### src/rtl/core/ihb_pkg.sv
// ----------------------------------------------------------------------------
// ihb_pkg
// Operation and status codes and fixed field widths shared by the indexed
// binary heap core and its rank compare unit.
// ----------------------------------------------------------------------------
package ihb_pkg;

	localparam int OP_W    = 2;
	localparam int ST_W    = 2;
	localparam int KEY_W   = 32;
	localparam int IDP_W   = 10;
	localparam int CNTP_W  = 11;

	localparam logic [OP_W-1:0] OP_INSERT = 2'd0;
	localparam logic [OP_W-1:0] OP_ERASE  = 2'd1;
	localparam logic [OP_W-1:0] OP_UPDATE = 2'd2;
	localparam logic [OP_W-1:0] OP_POP    = 2'd3;

	localparam logic [ST_W-1:0] ST_OK     = 2'd0;
	localparam logic [ST_W-1:0] ST_EMPTY  = 2'd1;
	localparam logic [ST_W-1:0] ST_FULL   = 2'd2;
	localparam logic [ST_W-1:0] ST_BADID  = 2'd3;

endpackage

### src/rtl/core/ihb_rank.sv
// ----------------------------------------------------------------------------
// ihb_rank
// Shared rank compare: true when element a must sit nearer the top than b.
// ----------------------------------------------------------------------------
module ihb_rank #(
	parameter int IDW = 10
) (
	input  logic                           max_mode,
	input  logic [IDW-1:0]                 a_id,
	input  logic signed [ihb_pkg::KEY_W-1:0] a_key,
	input  logic [IDW-1:0]                 b_id,
	input  logic signed [ihb_pkg::KEY_W-1:0] b_key,
	output logic                           above
);

	always_comb begin
		if (a_key != b_key) begin
			above = max_mode ? (a_key > b_key) : (b_key > a_key);
		end else begin
			// equal keys: lower id wins in max mode, higher id in min mode
			above = max_mode ? (a_id < b_id) : (a_id > b_id);
		end
	end

endmodule
### config.mk
export PLATFORM = sky130hd
export DESIGN_NAME = ihb_rank
export DESIGN_NICKNAME = d
export VERILOG_FILES = /design/src/rtl/core/ihb_pkg.sv /design/src/rtl/core/ihb_rank.sv
export SDC_FILE = /design/constraint.sdc
export NUM_CORES = 1
export LEC_CHECK = 0
export BUFFER_PORTS_ARGS = -buffer_cell sky130_fd_sc_hd__buf_2
export CORE_ASPECT_RATIO = 2
export CORE_UTILIZATION = 43
export DETAILED_ROUTE_END_ITERATION = 10
export PLACE_DENSITY = 0.9
export SETUP_SLACK_MARGIN = 0.02
export SYNTH_ARGS = -nofsm -noshare
export SYNTH_HDL_FRONTEND = slang
export SYNTH_SLANG_ARGS = --single-unit
### constraint.sdc
create_clock -name vclk -period 2.2
set_clock_uncertainty 0.15 [all_clocks]
set_input_delay 0.22 -clock vclk [all_inputs]
set_output_delay 0.22 -clock vclk [all_outputs]
set_load 0.01 [all_outputs]
==> results.ini <==
[die]
fp.dieArea_um2 = 2919
fp.dieW_um = 38.71
die_y_um = 75.41
rows = 26
initial_core_util_pct = 45.66
io_pins = 86
fp.coreArea_um2 = 2537

[run_status]
violations = setup timing
status = finished with violations

[routing]
drtIter0Drc = 50
wl_met3_um = 397
wl_met1_um = 1637
met2_wirelength_um = 3077
wirelength_um = 5457
top_layer = met4
drcViolationCount = 0
vias = 1744
ant_nets = 0
wl_per_cell_um = 18.44
first_pass_iters = 4
viasPerCell = 5.892

[worst_hold_path]
hold_path.class = input port to output pin

[timing]
worstMarginPinSlew_ns = 0.4146
max-slew-margin-rel_pct = 72.34
worst_hold_slack_ns = 0.8344
setup_viol = 1
slew_violations = 0
fmax_mhz = 390.6
layout_setup_ws_ns = -0.3603
fin_setup_tns_ns = -0.3603
period_share_pct = 116.4
period_minus_slack_ns = 2.560
rsz0062_at_grt = true
hold_viol_final = 0

[global_routing]
grt_use_total_pct = 22.95
grt_pass1_vias = 1517
grt_start_max_net_pins = 6
antenna_found_initial = 0
grt_overflow_total = 0
grt_pass1_wl_um = 5188

[finish]
most-common-layout-cells = buf_2, inv_1, buf_6
nClkBuffers = 0
seq_cell_count = 0
insertedDiodeCount = 0
final_common_cell = buf_2
area_growth_pct = 98.27
fin_nets = 397
regArea_um2 = 0
drive_above_1_share_pct = 60.82
fill_cells = 119

[power]
leakage_uw = 0.001213
ir_worst_vdd_mv = 0.1486
cellPowerDensity_nw_per_um2 = 209.9

[flow_run]
maxCapViolCount = 0

[synthesis]
yosysUniqueCellTypes = 28
synthSimpleGateAreaFrac_pct = 20.41
ys_seq_area_share_pct = 0
synth.avg_cell_area_um2 = 7.196
synth_top_family_by_area = adder cells
syn-num-nets = 288
synth-xor-area-share_pct = 0.7559
muxShareOfSynthArea_pct = 0.9719
synth_fa_ha_area_share_pct = 45.36
mappedNetlistArea_um2 = 1159
yosysWarnings = 0
synth-compound-area-share_pct = 18.25
syn_inst = 161

[worst_setup_path]
cp_data_arrival_time_ns = 2.19
worstPathMaxFanout = 3
criticalPathCategory = input port to output pin
crit_path_end_kind = output pin
required_ns = 1.83
start_kind = input port

[placed_design]
numPortBuffers = 86
gp_congestion = 0.7993
place_hpwl_um = 2791

[worst paths after layout]
check                to      start  slack, ns  cells past startpoint
setup / recovery  above  b_key[21]      -0.36                     10
hold / removal    above   max_mode       0.83                      4
[kinds of logic after synthesis]
logic type               Yosys count
AO/OA/AOI/OAI                     34
XOR/XNOR                           1
adder cells (fa/ha/maj)           42
buffers and inverters             44
multiplexers                       1
AND/OR/NAND/NOR                   39
[layout make-up]
class | count | area (um^2) | area share [%]
inverters | 44 | 170.2 | 7.407
repair buffers | 107 | 735.7 | 32.03
multi-input cells | 117 | 1356 | 59.04
well taps | 28 | 35.03 | 1.525
[metrics by stage]
stage	instance area [um^2]	instances	total power (uW)	utilization, %	setup slack (ns)
2_1_floorplan	1159	161	165.5	-	0.04869
6_report	2297	296	482.3	90.53	-0.3603
3_5_place_dp	1684	283	296.6	66.37	-0.2696
4_1_cts	1858	287	333.1	73.22	-0.1829
5_1_grt	2297	296	523.5	90.53	-0.5048
3_3_place_gp	1684	283	284.8	66.37	-0.2188
[layer usage]
metal	vias up	track usage [%]
met1	786	19.86
met4	0	2.299
met5	-	0
li1	786	-
met2	137	51.48
met3	35	2.041
[synth_stat cells, drive strengths merged]
| master | count | area share, % |
|---|---|---|
| o31ai | 1 | 0.65 |
| a211oi | 3 | 1.9 |
| o211ai | 1 | 0.65 |
| nand4 | 11 | 7.0 |
| nor2 | 4 | 1.3 |
| a221o | 1 | 0.86 |
| or4 | 1 | 0.97 |
| a21o | 2 | 1.3 |
| mux2 | 1 | 0.97 |
| a22oi | 1 | 0.65 |
| a21oi | 17 | 7.3 |
| inv | 44 | 14 |
| nor3 | 4 | 1.7 |
| or3 | 1 | 0.54 |
| a221oi | 1 | 1.3 |
| nor2b | 1 | 0.54 |
| ha | 42 | 45 |
| nor4 | 3 | 2.2 |
| nor4bb | 1 | 0.86 |
| or4bb | 1 | 0.97 |
| xor2 | 1 | 0.76 |
| nand3 | 4 | 1.7 |
| o21ai | 5 | 2.2 |
| nand2 | 8 | 2.6 |
| a31oi | 1 | 0.54 |
| o211a | 1 | 0.86 |
[worst max-delay path, stage by stage]
cell	delay [ns]
buf_2	0.10
ha_1	0.34
a21oi_1	0.16
o21ai_1	0.09
a221oi_2	0.38
buf_4	0.22
a211oi_2	0.09
nor4bb_2	0.27
o211a_1	0.20
buf_6	0.10
[power by group]
part | switching, uW | internal [uW]
clock network | 0 | 0
registers | 0 | 0
logic | 221 | 261
total | 221 | 261
[timing repair]
item / in CTS / in global routing
buffers inserted: 4 / 9
hold buffers: 0 / 0
pin swaps: 21 / 29
resized for setup: 22 / 58
hold endpoints to repair: 0 / 0
endpoints found under the setup margin: 1 / 1
Power figures use the tool's default switching activity.
